`src/design/euclidean_gcd_unit_assert.svh`:
```
// Assertion macros shared by the gcd unit modules.
`ifndef EUCLIDEAN_GCD_UNIT_ASSERT_SVH
`define EUCLIDEAN_GCD_UNIT_ASSERT_SVH

`ifndef SYNTHESIS

`define EGCD_ASSERT_SAME(lbl, clk, rst_n, ante, cons) \
  lbl: assert property (@(posedge clk) disable iff (!rst_n) (ante) |-> (cons)) \
    else $error("egcd: same-cycle check failed");

`define EGCD_ASSERT_NEXT(lbl, clk, rst_n, ante, cons) \
  lbl: assert property (@(posedge clk) disable iff (!rst_n) (ante) |=> (cons)) \
    else $error("egcd: next-cycle check failed");

`else

`define EGCD_ASSERT_SAME(lbl, clk, rst_n, ante, cons)

`define EGCD_ASSERT_NEXT(lbl, clk, rst_n, ante, cons)

`endif

`endif

```
`src/design/egcd_pkg.sv`:
```
package egcd_pkg;

  localparam int OPERAND_BITS = 63;
  localparam int CNT_BITS     = $clog2(OPERAND_BITS + 1);

  typedef logic [OPERAND_BITS-1:0] operand_t;
  typedef logic [CNT_BITS-1:0]     cnt_t;

  typedef enum logic [1:0] {
    ST_IDLE,
    ST_TEST,
    ST_DIV,
    ST_DONE
  } state_t;

endpackage

```
`src/design/egcd_rem.sv`:
```
`include "euclidean_gcd_unit_assert.svh"

// Restoring remainder unit: one dividend bit shifts in per cycle while busy.
module egcd_rem (
  input  logic              clk,
  input  logic              rst_n,
  input  logic              start,
  input  egcd_pkg::operand_t dividend,
  input  egcd_pkg::operand_t divisor,
  output logic              done,
  output egcd_pkg::operand_t remainder
);
  import egcd_pkg::*;

  operand_t dvd_r, dvd_nxt;
  operand_t dsr_r, dsr_nxt;
  operand_t rem_r, rem_nxt;
  cnt_t     cnt_r, cnt_nxt;
  logic     busy_r, busy_nxt;
  logic     done_r, done_nxt;

  logic [OPERAND_BITS:0] trial;
  logic [OPERAND_BITS:0] diff;

  always_comb begin
    trial = {rem_r, dvd_r[OPERAND_BITS-1]};
    diff  = trial - {1'b0, dsr_r};
  end

  always_comb begin
    dvd_nxt  = dvd_r;
    dsr_nxt  = dsr_r;
    rem_nxt  = rem_r;
    cnt_nxt  = cnt_r;
    busy_nxt = busy_r;
    done_nxt = 1'b0;
    if (start) begin
      dvd_nxt  = dividend;
      dsr_nxt  = divisor;
      rem_nxt  = '0;
      cnt_nxt  = CNT_BITS'(OPERAND_BITS);
      busy_nxt = 1'b1;
    end else if (busy_r) begin
      dvd_nxt = {dvd_r[OPERAND_BITS-2:0], 1'b0};
      // trial is below twice the divisor, so one subtract restores it
      rem_nxt = diff[OPERAND_BITS] ? trial[OPERAND_BITS-1:0] : diff[OPERAND_BITS-1:0];
      cnt_nxt = cnt_r - 1'b1;
      if (cnt_r == CNT_BITS'(1)) begin
        busy_nxt = 1'b0;
        done_nxt = 1'b1;
      end
    end
  end

  always_ff @(posedge clk) begin
    dvd_r <= dvd_nxt;
    dsr_r <= dsr_nxt;
    rem_r <= rem_nxt;
    cnt_r <= cnt_nxt;
    if (!rst_n) begin
      busy_r <= 1'b0;
      done_r <= 1'b0;
    end else begin
      busy_r <= busy_nxt;
      done_r <= done_nxt;
    end
  end

  assign done      = done_r;
  assign remainder = rem_r;

  `EGCD_ASSERT_SAME(a_start_idle, clk, rst_n, start, !busy_r)
  `EGCD_ASSERT_SAME(a_rem_below, clk, rst_n, done_r, rem_r < dsr_r)
  `EGCD_ASSERT_SAME(a_busy_cnt, clk, rst_n, busy_r, cnt_r != '0)

endmodule

```
`src/design/euclidean_gcd_unit.sv`:
```
// Greatest common divisor of two unsigned operands, Euclid's remainder form.
// Input channel: in_valid/in_ready with in_first_value and in_second_value.
// Result channel: out_valid/out_ready with out_divisor, one item per input.
// gcd(x, 0) = x and gcd(0, 0) = 0; operand order does not matter.
// One item is worked on at a time. Each remainder step is a test state, the
// bit-serial remainder unit (one dividend bit a cycle) and a swap of the pair
// when the remainder unit signals done. With 63-bit operands an item needs up
// to about ninety steps, and a few steps for typical data. The next item is
// taken once the result sits in the output register, so the receiver's stall
// delays input only when a second result is ready before the first has been
// taken.
// Reset (rst_n low, synchronous) returns to idle and drops out_valid;
// an item in flight is discarded.
`include "euclidean_gcd_unit_assert.svh"

module euclidean_gcd_unit (
  input  logic               clk,
  input  logic               rst_n,
  input  logic               in_valid,
  output logic               in_ready,
  input  egcd_pkg::operand_t in_first_value,
  input  egcd_pkg::operand_t in_second_value,
  output logic               out_valid,
  input  logic               out_ready,
  output egcd_pkg::operand_t out_divisor
);
  import egcd_pkg::*;

  state_t   state_r, state_nxt;
  operand_t a_r, a_nxt;
  operand_t b_r, b_nxt;
  operand_t res_r, res_nxt;
  logic     out_valid_r, out_valid_nxt;

  logic     b_zero;
  logic     in_take;
  logic     rem_start;
  logic     rem_done;
  operand_t rem_val;
  logic     res_load;

  egcd_rem u_rem (
    .clk       (clk),
    .rst_n     (rst_n),
    .start     (rem_start),
    .dividend  (a_r),
    .divisor   (b_r),
    .done      (rem_done),
    .remainder (rem_val)
  );

  assign b_zero = (b_r == '0);

  // outputs of the controller
  always_comb begin
    in_ready  = (state_r == ST_IDLE);
    rem_start = (state_r == ST_TEST) && !b_zero;
    res_load  = (state_r == ST_DONE) && (!out_valid_r || out_ready);
  end

  assign in_take = in_valid && in_ready;

  // next state
  always_comb begin
    state_nxt = state_r;
    case (state_r)
      ST_IDLE: if (in_take) state_nxt = ST_TEST;
      ST_TEST: state_nxt = b_zero ? ST_DONE : ST_DIV;
      ST_DIV:  if (rem_done) state_nxt = ST_TEST;
      ST_DONE: if (res_load) state_nxt = ST_IDLE;
      default: state_nxt = ST_IDLE;
    endcase
  end

  always_comb begin
    a_nxt         = a_r;
    b_nxt         = b_r;
    res_nxt       = res_r;
    out_valid_nxt = out_valid_r;
    if (in_take) begin
      a_nxt = in_first_value;
      b_nxt = in_second_value;
    end
    if (rem_done) begin
      a_nxt = b_r;
      b_nxt = rem_val;
    end
    if (out_valid_r && out_ready) out_valid_nxt = 1'b0;
    if (res_load) begin
      res_nxt       = a_r;
      out_valid_nxt = 1'b1;
    end
  end

  always_ff @(posedge clk) begin
    a_r   <= a_nxt;
    b_r   <= b_nxt;
    res_r <= res_nxt;
    if (!rst_n) begin
      state_r     <= ST_IDLE;
      out_valid_r <= 1'b0;
    end else begin
      state_r     <= state_nxt;
      out_valid_r <= out_valid_nxt;
    end
  end

  assign out_valid   = out_valid_r;
  assign out_divisor = res_r;

  `EGCD_ASSERT_SAME(a_div_nonzero, clk, rst_n, state_r == ST_DIV, !b_zero)
  `EGCD_ASSERT_SAME(a_done_in_div, clk, rst_n, rem_done, state_r == ST_DIV)
  `EGCD_ASSERT_NEXT(a_take_test, clk, rst_n, in_take, state_r == ST_TEST)

endmodule
```
`config.mk`:
```
export PLATFORM = sky130hd
export DESIGN_NAME = euclidean_gcd_unit
export DESIGN_NICKNAME = d
export VERILOG_FILES = /design/src/design/egcd_pkg.sv /design/src/design/egcd_rem.sv /design/src/design/euclidean_gcd_unit.sv
export VERILOG_INCLUDE_DIRS = /design/src /design/src/design
export SDC_FILE = /design/constraint.sdc
export NUM_CORES = 1
export LEC_CHECK = 0
export ABC_AREA = 1
export ABC_CLOCK_PERIOD_IN_PS = 5000
export BUFFER_PORTS_ARGS = -buffer_cell sky130_fd_sc_hd__buf_2
export CAP_MARGIN = 20
export CORE_ASPECT_RATIO = 1.5
export CORE_MARGIN = 1
export CORE_UTILIZATION = 47
export CTS_CLUSTER_DIAMETER = 200
export DETAILED_ROUTE_END_ITERATION = 8
export PLACE_DENSITY = 0.65
export REMOVE_ABC_BUFFERS = 1
export SLEW_MARGIN = 20
export SYNTH_ARGS = -nofsm -noshare
export SYNTH_HDL_FRONTEND = slang
export SYNTH_SLANG_ARGS = --single-unit
```
`constraint.sdc`:
```
create_clock -name clk -period 5 [get_ports clk]
set_clock_uncertainty 0.05 [all_clocks]
set_input_delay 1 -clock clk [delete_from_list [all_inputs] [get_ports clk]]
set_output_delay 1 -clock clk [all_outputs]
set_load 0.01 [all_outputs]
```
After elaboration in Yosys (flattened, before gate mapping)

Cells that the tools add are included.

ROM bits: 0
Output and inout bits: 65
Bits in latches: 0
Memories kept: 0
Memory bits (writable): 0
Bits in registers: 389
Logic and storage cells: 54

Multiply operators: 0
Equality and inequality tests: 7
Bitwise gates (word level): 2
Div/mod/pow operators: 0
Muxes and demuxes: 18
Shifts and indexed selects: 0
Add/subtract/negate cells: 2
Order comparisons: 0
Reductions and logical operators: 14

Operators by type and width:

| operator                                                               | count |
|---|---|
| 63-bit 2-to-1 mux                                                      | 7 |
| 64-bit by 63-bit subtractor with 64-bit output                         | 1 |
| 63-bit zero test                                                       | 1 |
| 2-bit case mux with 4 select lines                                     | 1 |
| 1-bit 2-to-1 mux                                                       | 7 |
| 6-bit by 1-bit equality test with 1-bit output (second input constant) | 1 |
| 2-bit 2-to-1 mux                                                       | 3 |
| 2-bit nonzero test                                                     | 3 |
| 6-bit by 1-bit subtractor with 6-bit output (second input constant)    | 1 |
| 2-bit equality test (second input constant)                            | 2 |
| 1-bit logical AND                                                      | 4 |
| 2-bit by 1-bit != test with 1-bit output (second input constant)       | 2 |
| 3-bit AND reduction                                                    | 1 |
| 3-bit OR reduction                                                     | 1 |
| 2-bit by 1-bit equality test with 1-bit output (second input constant) | 1 |
| 1-bit zero test                                                        | 2 |
| 2-bit zero test                                                        | 1 |
| 2-bit != test (second input constant)                                  | 1 |
| 1-bit NOT                                                              | 2 |
| 1-bit logical OR                                                       | 1 |

Logic depth before layout (Yosys ltp)

Gate-level depths: netlist of run 1.

Word-level depth: 5
Mapped depth: 21
Depth with buffers taken out: 19

By module

Synthesis of run 1 repeated with hierarchy kept, for this count alone.

Cell total of the unflattened synthesis: 2927
Area, all modules: 21864.7 µm²

Modules (own cells, without submodules):

| module             | area an instance (µm²) | cells an instance | sequential area each (µm²) | times used |
|---|---|---|---|---|
| egcd_rem           | 14156.1                | 2244              | 5205.0                     | 1 |
| euclidean_gcd_unit | 7708.6                 | 683               | 5735.5                     | 1 |

Least setup slack after synthesis of run 1

Ideal clock, no wire load.

Kind: input port to flip-flop
Start: in in_valid
End: reg a_r[0] (enable)
Cell stages on the path: 2
Path buffers: 0
Data arrival time: 3.758 ns
Setup slack: 0.703 ns
Cells stage by stage: nand2_1 > nand2_1

Cells in the longest elaborated chain, start to end: 2

Ends and longest elaborated chain:

| element                             | line                     | source |
|---|---|---|
| start, declared                     | euclidean_gcd_unit.sv:19 | `input logic in_valid,` |
| 1-bit logical AND                   | euclidean_gcd_unit.sv:61 | `assign in_take = in_valid && in_ready;` |
| 2-bit nonzero test (no source line) | --                       |  |
| end signal, assigned                | euclidean_gcd_unit.sv:96 | `a_r <= a_nxt;` |
| end, declared                       | euclidean_gcd_unit.sv:30 | `operand_t a_r, a_nxt;` |

No other way between the ends.
A chain may end at the register's enable or synchronous reset.

Worst setup path after layout of run 1

Start: reg b_r[48]
End: reg u_rem.dvd_r[42], data pin

Cells in the longest elaborated chain, start to end: 4

Ends and longest elaborated chain:

| element                | line                     | source |
|---|---|---|
| start, declared        | euclidean_gcd_unit.sv:31 | `operand_t b_r, b_nxt;` |
| start signal, assigned | euclidean_gcd_unit.sv:97 | `b_r <= b_nxt;` |
| 63-bit zero test       | euclidean_gcd_unit.sv:52 | `assign b_zero = (b_r == '0);` |
| 1-bit zero test        | euclidean_gcd_unit.sv:57 | `rem_start = (state_r == ST_TEST) && !b_zero;` |
| 1-bit logical AND      | euclidean_gcd_unit.sv:57 |  |
| 63-bit 2-to-1 mux      | egcd_rem.sv:37           | `if (start) begin` |
| via u_rem.dvd_nxt[42]  | egcd_rem.sv:15           | `operand_t dvd_r, dvd_nxt;` |
| end signal, assigned   | egcd_rem.sv:56           | `dvd_r <= dvd_nxt;` |
| end, declared          | egcd_rem.sv:15           |  |

The timed path passes the listed nets, and every way through them passes these cells.

==> results.md, run 1 <==
Clock network:
- The clock slew at the register clock pins of the worst setup and hold paths is 60 ps.
- The H-tree generated during clock tree synthesis spans 2 levels.
- The number of clock sinks is 389.
- The number of clock buffers added by TritonCTS is 38.
- After clock tree synthesis, the setup repair step added 0 buffers.
- The post-CTS resize count is 0.
- The cell at the root of the clock tree is sky130_fd_sc_hd__clkbuf_16.
- The clock latency of the later-clocked register in the worst-skew pair is 560 ps.
- The clock tree from TritonCTS is built.
- The clock passes through at most 3 buffers.
- The count of hold-fix buffers inserted at cts is 0.

Pwr:
- The analysis attributes to cell leakage a power of 12.4 nW.
- The total power draw is 10.7 mW.
- Power spread over the standard cell area amounts to 439 nW/µm².
- The worst vdd rail ir drop is 0.325 mV.

Detailed routing:
- The post-route antenna net violation count is 0.
- The first detailed-routing pass took 5 iterations.
- The count of routing violations after the opening detailed-route iteration is 1,161.
- For this run, design rule violations remaining after detail routing come to 0.
- The wire length after detailed routing is 61,700 µm.
- The per-cell routed wire length is 17.1 µm.
- The final route contains 17,410 vias.
- The number of vias per cell is 4.83.

Timing:
- The worst slack on hold paths is 389 ps.
- Setup violations remaining at the end of the flow were counted as 0.
- The time the worst path needs with I/O delays and setup is 4170 ps.
- Timing would allow up to 240 MHz.
- The final-report hold violation count came to 0.
- The transition time at the pin with the least slew margin is 1000 ps.
- Of the available clock period, the critical path in the final layout requires 0.834.
- The number of pins exceeding their max-slew limit in the final report was 0.
- Setup repair after global routing left no endpoint under its margin.
- Headroom to the max-slew limit came out at 0.327.

Die:
- During I/O placement, the number of pins put on the boundary was 195.
- Row generation in the floorplan step produced 95 rows.
- The floorplan die height is 265 µm.
- The die is 177 µm wide.
- The total die area is 46,800 µm².
- In this run the standard cell core region covers 45,000 µm².
- The initial utilization of the core area, before any placement, comes to 0.479.

Synthesis:
- The register area share after synthesis is 0.507.
- The area of the mapped netlist is 21,600 µm².
- The synthesized area per cell is 7.68 µm².
- The netlist uses 41 different library cells.
- Synthesis handed over a netlist of 2,813 instances.
- The cell type with the highest aggregate area in the netlist is sky130_fd_sc_hd__edfxtp_1.
- The top cell type's share of synthesized area is 0.438.
- The synthesized design contains 389 register bits.
- After synthesis, the cell types taking the most area are sky130_fd_sc_hd__edfxtp_1, sky130_fd_sc_hd__nand2_1, sky130_fd_sc_hd__inv_1.
- The number of warnings issued by yosys is 0.

Critical path:
- The worst endpoint required time is 5360 ps.
- The worst-path cell with the longest stage delay is sky130_fd_sc_hd__nor4_1.
- The data arrival time at the worst-slack endpoint is 4530 ps.
- The critical path goes through nor4_1 -> nand4_1 -> nor2_1 -> a21oi_4 -> buf_4 -> inv_2 -> buf_12 -> nand2_1 -> nand2_1.
- The most numerous cell on the critical path is sky130_fd_sc_hd__nand2_1.
- The kind of end point of the critical path is a register.
- The peak fanout along the critical path is 39.
- The startpoint-to-endpoint class of the critical path is reg2reg.
- The delay of the slowest critical-path stage is 880 ps.
- The worst setup path is launched from a register.

Finish:
- In the final layout, the share of cells above drive strength 1 is 0.112.
- The number of antenna repair diodes is 0.
- Leaving out filler cells and counting taps, the final layout contains 3,606.
- Relative to the synthesized area, the layout overhead comes to 13.3%.
- At the end of the flow, the number of nets in the layout was 3,190.

Hold path:
- The min-delay analysis places its worst path in the category reg2reg.

GRT:
- The met1 track demand over resource is 0.329.
- Entering global routing, the biggest net connects 97 pins.
- The wire length of the first global-routing pass is 95,500 µm.
- Global routing finished with a remaining overflow of 0.
- The number of antenna violations at the first check in global routing is 2.
- The met2 track demand over resource is 0.481.
- The total track usage is 0.267.
- The global routing usage on met3 is 0.0307.
- In this run the most used layer during global routing was met2.
- The via count of the first global-routing pass came to 17,305.

Flow run:
- The tool flagged a number of max-cap violations equal to 0.

Place:
- During placement, the flow inserted port buffers numbering 194.
- Counting tap cells, the placed design contains a total of 3,535 instances.
- The last weighted congestion value of the routability-driven placer is 0.925.
- The placed wire-length estimate is 48,000 µm.

Run status:
- The flow ran to the end, and the final reports show no timing, DRC or antenna violations.
-- metal layers --
| layer | up-vias | share of wire |
|---|---|---|
| li1 | 9040 | - |
| met1 | 7964 | 0.42 |
| met2 | 327 | 0.51 |
| met3 | 79 | 0.039 |
| met4 | 0 | 0.029 |
| met5 | - | 0 |
-- area by class of cell --
| type | instances | area, µm² |
|---|---|---|
| fillers | 4440 | 20600 |
| flip-flops and latches | 389 | 10900 |
| multi-input cells | 1866 | 8490 |
| inverters | 492 | 1850 |
| repair buffers | 207 | 1130 |
| clock buffers | 52 | 1040 |
| well taps | 582 | 728 |
| clock inverters | 18 | 273 |
-- cells by family (layout without fill, tap and decap cells) --
| logic type | count (synthesis) | in the layout | share of synthesized area |
|---|---|---|---|
| AO/OA/AOI/OAI | 129 | 129 | 0.0312 |
| XOR/XNOR | 34 | 34 | 0.0138 |
| adder cells (fa/ha/maj) | 66 | 66 | 0.0386 |
| buffers and inverters | 558 | 769 | 0.102 |
| flip-flops | 389 | 389 | 0.507 |
| AND/OR/NAND/NOR | 1637 | 1637 | 0.308 |
-- stage by stage --
stage	setup TNS, ps	util	area, µm²	setup slack [ps]
floorplan	-1451230	-	21200	-7460
detailed placement	0	0.513	23100	905
finish	0	0.543	24500	832
global placement	0	0.513	23100	963
global route	0	0.543	24500	705
CTS	0	0.542	24400	896
-- cell usage in the layout, fill, tap and decap left out, drive strengths merged, types with 50 or more instances in the layout --
| master | count |
|---|---|
| inv | 497 |
| a21oi | 50 |
| buf | 207 |
| dfxtp | 74 |
| nand2 | 1324 |
| ha | 65 |
| nand3 | 128 |
| nor2 | 131 |
| clkbuf | 52 |
| o21ai | 72 |
| edfxtp | 315 |
-- Yosys cell counts, drive strengths merged --
cell,count
clkbuf,44
and3,1
nand3,128
dfxtp,74
and2,4
nor3,16
nand4,12
a21o,1
o211ai,1
a22oi,1
nand3b,7
o21ai,72
fa,1
nor2,131
ha,65
o21bai,3
edfxtp,315
xor2,7
a21oi,50
buf,22
nor4,13
or2,1
clkinv,1
inv,491
nand2,1324
o31ai,1
xnor2,27
-- power by group --
group          switching, mW  total, mW  internal (mW)
sequential             0.341       4.99           4.65
clock                   1.27       3.06           1.79
combinational           1.96       2.70          0.739
total                   3.57       10.7           7.18
-- sequential cells by signal, indices dropped and copies added (netlist names) --
signal / cells
a_r: 63
b_r: 63
out_divisor: 63
out_valid: 1
state_r: 2
u_rem.busy_r: 1
u_rem.cnt_r: 6
u_rem.done: 1
u_rem.dsr_r: 63
u_rem.dvd_r: 63
u_rem.remainder: 63
-- final timing paths --
check	start	endpoint	slack [ps]	depth (start not counted)
worst max-delay path	b_r[48]$_DFFE_PP_	u_rem.dvd_r[42]$_DFFE_PP_	830	9
worst min-delay path	a_r[53]$_DFFE_PP_	out_divisor[53]$_DFFE_PP_	390	0
worst max register to register	b_r[48]$_DFFE_PP_	u_rem.dvd_r[42]$_DFFE_PP_	830	9
worst min register to register	a_r[53]$_DFFE_PP_	out_divisor[53]$_DFFE_PP_	390	0
-- critical path: cells and delay by family (launching register included) --
family | cells | cell delay, ps
AO/OA/AOI/OAI | 1 | 270
buffers and inverters | 3 | 1250
flip-flops | 1 | 430
AND/OR/NAND/NOR | 5 | 2000
(Power assumes the default switching activity.)
==> inputs of run 2 (changes only) <==
ABC_CLOCK_PERIOD_IN_PS = 3950   (was 5000)
clock period = 3.95 ns   (was 5 ns; I/O delays follow)
==> results.md, run 2 (same netlist as run 1, synthesis figures left out) <==
Run status:
- The run finished with clean final reports.

Clock network:
- The largest buffer count on any clock path is 3 (unchanged).
- The number of clock sinks is 389 (unchanged).
- The post-CTS resize count is 0 (unchanged).
- The clock buffer count from CTS is 39 (+2.6%).
- The count of hold-fix buffers inserted at cts was 0 (unchanged).
- The cell at the root of the clock tree is sky130_fd_sc_hd__clkbuf_16.
- The clock slew at the register clock pins of the worst setup and hold paths is 70 ps (about the same).
- The total setup buffers inserted after CTS is 0 (unchanged).
- The clock tree from TritonCTS is built.
- The clock latency of the later-clocked register in the worst-skew pair was 550 ps (about the same).
- The number of H-tree levels is 2 (unchanged).

Critical path:
- The cell depth of the worst flop-to-flop path was 14 (+5).
- The peak fanout along the critical path is 63 (+62%).
- The minimum setup slack among reg-to-reg paths is 950 ps (+110 ps).
- The data arrival time at the worst-slack endpoint was 3390 ps (-1140 ps).
- The startpoint-to-endpoint class of the critical path is reg2reg.
- The kind of end point of the critical path is a register.
- The worst endpoint required time is 4340 ps (-1020 ps).
- The startpoint of the most critical setup path is u_rem.dsr_r[31]$_DFFE_PP_.
- The startpoint identified for the worst register-to-register timing path is u_rem.dsr_r[31]$_DFFE_PP_.
- Following the worst setup path forward leads to its endpoint at u_rem.remainder[23]$_SDFFE_PP0P_.
- The worst register-to-register path ends at u_rem.remainder[23]$_SDFFE_PP0P_.
- The sort of element at the start of the critical path is a register.

Detailed routing:
- The number of remaining DRC errors is 0 (unchanged).
- The number of vias per cell is 4.86 (+0.64%).
- The post-route antenna net violation count was 0 (unchanged).
- The per-cell routed wire length is 16.6 µm (-3.0%).
- The number of iterations in the first detailed-routing pass is 7 (+2).
- The count of routing violations after the opening detailed-route iteration is 1,120 (-3.5%).
- The via count was 17,550 (+0.80%).
- The wire length after detailed routing is 60,000 µm (-2.8%).

GRT:
- The global-route congestion overflow total is 0 (unchanged).
- The via count of the first global-routing pass came to 17,350 (+0.26%).
- The total track usage is 0.259 (-0.00775).
- The number of antenna violations at the first check in global routing is 0 (-2).
- The maximum number of pins on one net before global-route repair is 85 (-12%).
- The wire length of the first global-routing pass is 93,500 µm (-2.1%).

Finish:
- The finished layout cell area is 24,500 µm² (about the same).
- The final instance count without filler cells is 3,612 (+0.17%).
- The footprint of the multi-input gates is 8490 µm² (unchanged).
- The final net count is 3,196 (+0.19%).
- The number of inserted filler cells in the final layout is 4,463 (+0.52%).
- The fraction of final layout cells with drive strength greater than 1 was 0.116 (+0.00374).
- The register cell area after layout was 10,900 µm² (unchanged).
- The core utilization of the finished layout is 0.543 (about the same).
- The top cell types in the final layout, fill and taps aside, are sky130_fd_sc_hd__nand2_1, sky130_fd_sc_hd__inv_1, sky130_fd_sc_hd__edfxtp_1, sky130_fd_sc_hd__buf_2, sky130_fd_sc_hd__nand3_1.
- The number of antenna repair diodes is 0 (unchanged).
- The leading cell type in the layout, fill and taps excluded is sky130_fd_sc_hd__nand2_1.
- The area added between synthesis and finish came to 13.3% (about the same).

Die:
- The standard cell core area is 45,000 µm² (unchanged).
- The initial core utilization is 0.479 (unchanged).
- The number of top-level pins came to 195 (unchanged).
- The floorplan die height came to 265 µm (unchanged).
- The number of standard-cell rows in the floorplan is 95 (unchanged).
- The total die area is 46,800 µm² (unchanged).
- The chip width is 177 µm (unchanged).

Timing:
- Setup repair after global routing left no endpoint under its margin.
- The number of pins exceeding their max-slew limit in the final report is 0 (unchanged).
- The relative slew slack is 0.472 (+0.145).
- The transition time at the pin with the least slew margin is 792 ps (-208 ps).
- The least setup slack across all paths after layout is 946 ps (+114 ps).
- The maximum clock rate is 333 MHz (+39%).
- The post-route clock period utilization is 0.760 (-0.0731).
- The number of setup violations in the final report is 0 (unchanged).
- The time the worst path needs with I/O delays and setup is 3000 ps (-1160 ps).
- The final-report hold violation count came to 0 (unchanged).

Place:
- The pre-CTS worst setup slack was 930 ps (+25.6 ps).
- The post-placement cell area is 23,200 µm² (+0.19%).
- The last weighted congestion value of the routability-driven placer is 0.969 (+4.7%).
- The total instance count after detailed placement is 3,541 (+0.17%).
- The placed wire-length estimate is 46,300 µm (-3.6%).
- The count of buffers from port buffering came to 194 (unchanged).

Pwr:
- The worst vdd rail ir drop came to 0.403 mV (+24%).
- The total power draw is 13.5 mW (+26%).
- The power density relative to cell area was 552 nW/µm² (+26%).
- The leakage power is 12.4 nW (about the same).

Flow run:
- The count of maximum capacitance violations came to 0 (unchanged).

Hold path:
- The path type of the worst min-delay path is reg2reg.
- The start point of the worst hold path is a_r[13]$_DFFE_PP_.
-- run 2: cell types whose count changed in the layout (fill, tap and decap cells not counted), moves of 4 or more --
cell and delta:
sky130_fd_sc_hd__clkinvlp_4 +4, sky130_fd_sc_hd__buf_4 +6, sky130_fd_sc_hd__clkbuf_1 -4, sky130_fd_sc_hd__clkinv_2 +6
-- run 2: final cells by class --
| type | instances | area share |
|---|---|---|
| Sequential cell | 389 | 0.447 |
| Multi-Input combinational cell | 1866 | 0.347 |
| Inverter | 492 | 0.0757 |
| Timing Repair Buffer | 212 | 0.0472 |
| Clock buffer | 48 | 0.0430 |
| Tap cell | 582 | 0.0298 |
| Clock inverter | 23 | 0.0104 |
-- run 2: per-layer routing --
layer | up-vias | global-route usage | wire length (µm)
met4 | 0 | 0.0820 | 1770
li1 | 9039 | - | -
met2 | 351 | 0.470 | 30600
met5 | - | 0 | 0
met3 | 89 | 0.0265 | 2090
met1 | 8071 | 0.319 | 25500
-- run 2: how the worst min path moves through the flow --
| stage | end | slack [ps] | cells after the start |
|---|---|---|---|
| after floorplan | out_divisor[0]$_DFFE_PP_ | 380 | 0 |
| after global placement | out_divisor[26]$_DFFE_PP_ | 380 | 0 |
| after detailed placement | out_divisor[31]$_DFFE_PP_ | 380 | 0 |
| after CTS | out_divisor[13]$_DFFE_PP_ | 400 | 0 |
| after global routing | out_divisor[23]$_DFFE_PP_ | 410 | 0 |
| final | out_divisor[13]$_DFFE_PP_ | 390 | 0 |
-- run 2: metrics by stage --
step / setup TNS [ps] / hold WS, ps
after floorplan: -1863440 / 376
after global placement: 0 / 379
after detailed placement: 0 / 382
after CTS: 0 / 395
after global routing: 0 / 407
final: 0 / 393
-- run 2: worst max-delay path: stages (launching register included) --
cell and delay [ps]:
sky130_fd_sc_hd__edfxtp_1 340, sky130_fd_sc_hd__inv_1 50, sky130_fd_sc_hd__ha_1 450, sky130_fd_sc_hd__nand2_1 160, sky130_fd_sc_hd__nor2_1 240, sky130_fd_sc_hd__nand2_1 170, sky130_fd_sc_hd__nor2_2 150, sky130_fd_sc_hd__and2_4 170
sky130_fd_sc_hd__nand2_4 70, sky130_fd_sc_hd__nand2_4 70, sky130_fd_sc_hd__nand2_1 80, sky130_fd_sc_hd__nand2_4 580, sky130_fd_sc_hd__nand2_1 110, sky130_fd_sc_hd__nand3_1 120, sky130_fd_sc_hd__nand2_1 50
-- run 2: power breakdown --
part           switching [mW]  total (mW)  internal [mW]
clock network            1.63        3.82           2.18
logic                    2.45        3.40          0.950
registers               0.427        6.30           5.87
==> inputs of run 3 (changes only) <==
ABC_CLOCK_PERIOD_IN_PS = 2600   (was 3950)
PLACE_DENSITY = 0.68   (was 0.65)
clock period = 2.6 ns   (was 3.95 ns; I/O delays follow)
==> results.md, run 3 (same netlist as run 1, synthesis figures left out) <==
Timing:
- The least setup slack across all paths after layout is 63.7 ps (-882 ps).
- The number of pins exceeding their max-slew limit in the final report is 0 (unchanged).
- The maximum clock rate was 394 MHz (+18%).
- Setup repair after global routing could not meet its margin everywhere.
- The time the worst path needs with I/O delays and setup is 2540 ps (-468 ps).
- The number of setup violations in the final report is 0 (unchanged).
- The transition time at the pin with the least slew margin is 772 ps (-19.9 ps).
- The worst slack on hold paths is 180 ps (-212 ps).
- The sum of negative setup slack came to 0 ps (unchanged).
- The final-report hold violation count came to 0 (unchanged).
- The relative slew slack is 0.485 (+0.0133).
- The post-route clock period utilization came to 0.975 (+0.215).

Detailed routing:
- The number of vias per cell is 4.93 (+1.4%).
- The number of iterations in the first detailed-routing pass was 7 (unchanged).
- The count of routing violations after the opening detailed-route iteration was 1,182 (+5.5%).
- The per-cell routed wire length is 17.8 µm (+7.3%).
- The wire length after detailed routing is 67,600 µm (+13%).
- The number of remaining DRC errors came to 0 (unchanged).
- The via count is 18,679 (+6.4%).
- The post-route antenna net violation count is 0 (unchanged).

Pwr:
- The share of total power in the clock network was 0.253 (-0.029).
- The total internal power came to 14.3 mW (+59%).
- The net switching power of the design was 7.29 mW (+62%).
- The total power draw is 21.6 mW (+60%).
- The worst vdd rail ir drop is 0.728 mV (+81%).
- The sequential share of power came to 0.442 (-0.024).
- The combinational fraction of design power is 0.305 (+0.054).
- The leakage power is 13.5 nW (+8.3%).
- The switching part of the total power is 0.338 (+0.00429).
- The power density relative to cell area is 799 nW/µm² (+45%).

Place:
- The total instance count after detailed placement is 3,685 (+4.1%).
- The pre-CTS worst setup slack is -340 ps (-1270 ps).
- The last weighted congestion value of the routability-driven placer is 0.961 (-0.77%).
- The post-placement cell area is 24,400 µm² (+5.3%).
- The count of buffers from port buffering is 194 (unchanged).
- The placed wire-length estimate is 50,300 µm (+8.7%).

Finish:
- The number of antenna repair diodes is 0 (unchanged).
- The leading cell type in the layout, fill and taps excluded is sky130_fd_sc_hd__nand2_1.
- In the layout the commonest cells are sky130_fd_sc_hd__nand2_1, sky130_fd_sc_hd__inv_1, sky130_fd_sc_hd__edfxtp_1, sky130_fd_sc_hd__buf_2, sky130_fd_sc_hd__buf_4.
- The register cell area after layout is 10,900 µm² (about the same).
- The number of inserted filler cells in the final layout is 4,155 (-6.9%).
- The footprint of the multi-input gates is 9400 µm² (+11%).
- The final instance count without filler cells is 3,792 (+5.0%).
- The final net count is 3,377 (+5.7%).
- The finished layout cell area is 27,000 µm² (+10%).
- Relative to the synthesized area, the layout overhead comes to 25.1%.
- The fraction of final layout cells with drive strength greater than 1 is 0.211 (+0.0954).
- The core utilization of the finished layout is 0.600 (+0.0564).

Critical path:
- The worst endpoint required time is 3000 ps (-1340 ps).
- The sort of element at the start of the critical path is a register.
- The startpoint-to-endpoint class of the critical path is reg2reg.
- In this run the critical register-to-register path is captured at u_rem.remainder[39]$_SDFFE_PP0P_.
- The minimum setup slack among reg-to-reg paths is 60 ps (-880 ps).
- The worst setup path endpoint is u_rem.remainder[39]$_SDFFE_PP0P_.
- The launch point of the worst reg-to-reg path is u_rem.dsr_r[20]$_DFFE_PP_.
- The data arrival time at the worst-slack endpoint is 2930 ps (-460 ps).
- The most critical setup path has its startpoint at u_rem.dsr_r[20]$_DFFE_PP_.
- The cell depth of the worst flop-to-flop path is 18 (+4).
- The kind of end point of the critical path is a register.
- The peak fanout along the critical path came to 4 (-94%).

Clock network:
- CTS placed an instance of sky130_fd_sc_hd__clkbuf_16 at the clock tree root.
- The largest buffer count on any clock path came to 3 (unchanged).
- The clock latency of the later-clocked register in the worst-skew pair came to 560 ps (about the same).
- The clock tree from TritonCTS is built.
- The number of clock sinks is 389 (unchanged).
- The clock slew at the register clock pins of the worst setup and hold paths is 70 ps (about the same).
- The clock buffer count from CTS is 37 (-5.1%).
- The number of H-tree levels came to 2 (unchanged).

GRT:
- The global-route congestion overflow total is 0 (unchanged).
- The number of antenna violations at the first check in global routing is 0 (unchanged).
- The wire length of the first global-routing pass is 99,000 µm (+6.0%).
- The total track usage came to 0.275 (+0.0153).
- The via count of the first global-routing pass is 18,357 (+5.8%).
- The maximum number of pins on one net before global-route repair is 95 (+12%).

Die:
- The number of standard-cell rows in the floorplan is 95 (unchanged).
- The number of top-level pins was 195 (unchanged).
- The chip width came to 177 µm (unchanged).
- The floorplan die height is 265 µm (unchanged).
- The initial core utilization is 0.479 (unchanged).
- The standard cell core area came to 45,000 µm² (unchanged).
- The total die area was 46,800 µm² (unchanged).

Hold path:
- The min-delay analysis places its worst path in the category in2reg.
- The hold path depth is 3 (+3).

Run status:
- The run finished with clean final reports.

Flow run:
- The count of maximum capacitance violations is 0 (unchanged).
## run 3: routing by layer
layer	wire, µm	track usage
met1	27800	0.345
met2	34500	0.496
met3	3070	0.0262
met4	2220	0.0760
met5	0	0
## run 3: worst min-delay path by stage
stage / from / end / slack, ps
after floorplan: a_r[0]$_DFFE_PP_ / out_divisor[0]$_DFFE_PP_ / 380
after global placement: a_r[41]$_DFFE_PP_ / out_divisor[41]$_DFFE_PP_ / 380
after detailed placement: a_r[23]$_DFFE_PP_ / out_divisor[23]$_DFFE_PP_ / 380
after CTS: in_first_value[0] / a_r[0]$_DFFE_PP_ / 160
after global routing: in_first_value[42] / a_r[42]$_DFFE_PP_ / 180
final: in_first_value[0] / a_r[0]$_DFFE_PP_ / 180
## run 3: final cells by class
type,count,share of cell area
Clock buffer,47,0.0364
Clock inverter,21,0.00806
Inverter,492,0.0686
Multi-Input combinational cell,1869,0.348
Sequential cell,389,0.405
Tap cell,582,0.0270
Timing Repair Buffer,392,0.107
## run 3: timing repair
item	CTS	global route
setup buffers	1	21
pin swaps	3	30
gates resized for setup	17	180
cloned	0	17
hold buffers	0	0
setup endpoints to repair	219	148
## run 3: worst max-delay path: stages (launching register included)
cell,delay [ps]
sky130_fd_sc_hd__edfxtp_1,370
sky130_fd_sc_hd__inv_1,90
sky130_fd_sc_hd__ha_2,310
sky130_fd_sc_hd__nand2_1,70
sky130_fd_sc_hd__nand2_1,70
sky130_fd_sc_hd__nand2_1,60
sky130_fd_sc_hd__nand2_1,80
sky130_fd_sc_hd__inv_1,60
sky130_fd_sc_hd__nand2_1,100
sky130_fd_sc_hd__buf_4,160
sky130_fd_sc_hd__nand3b_1,340
sky130_fd_sc_hd__nand2_2,250
sky130_fd_sc_hd__nand2_1,70
sky130_fd_sc_hd__nand2_1,60
sky130_fd_sc_hd__nand2_1,60
sky130_fd_sc_hd__inv_1,70
sky130_fd_sc_hd__nand2_2,50
sky130_fd_sc_hd__nand3_1,50
sky130_fd_sc_hd__nand2_1,50
## run 3: power groups by stage
stage / Sequential [mW] / Combinational, mW / Clock, mW
CTS: 9.52 / 6.03 / 5.55
floorplan: 9.24 / 2.48 / 0
global route: 9.68 / 7.22 / 5.74
detailed placement: 9.62 / 5.97 / 0
global placement: 9.57 / 5.85 / 0
finish: 9.53 / 6.58 / 5.47
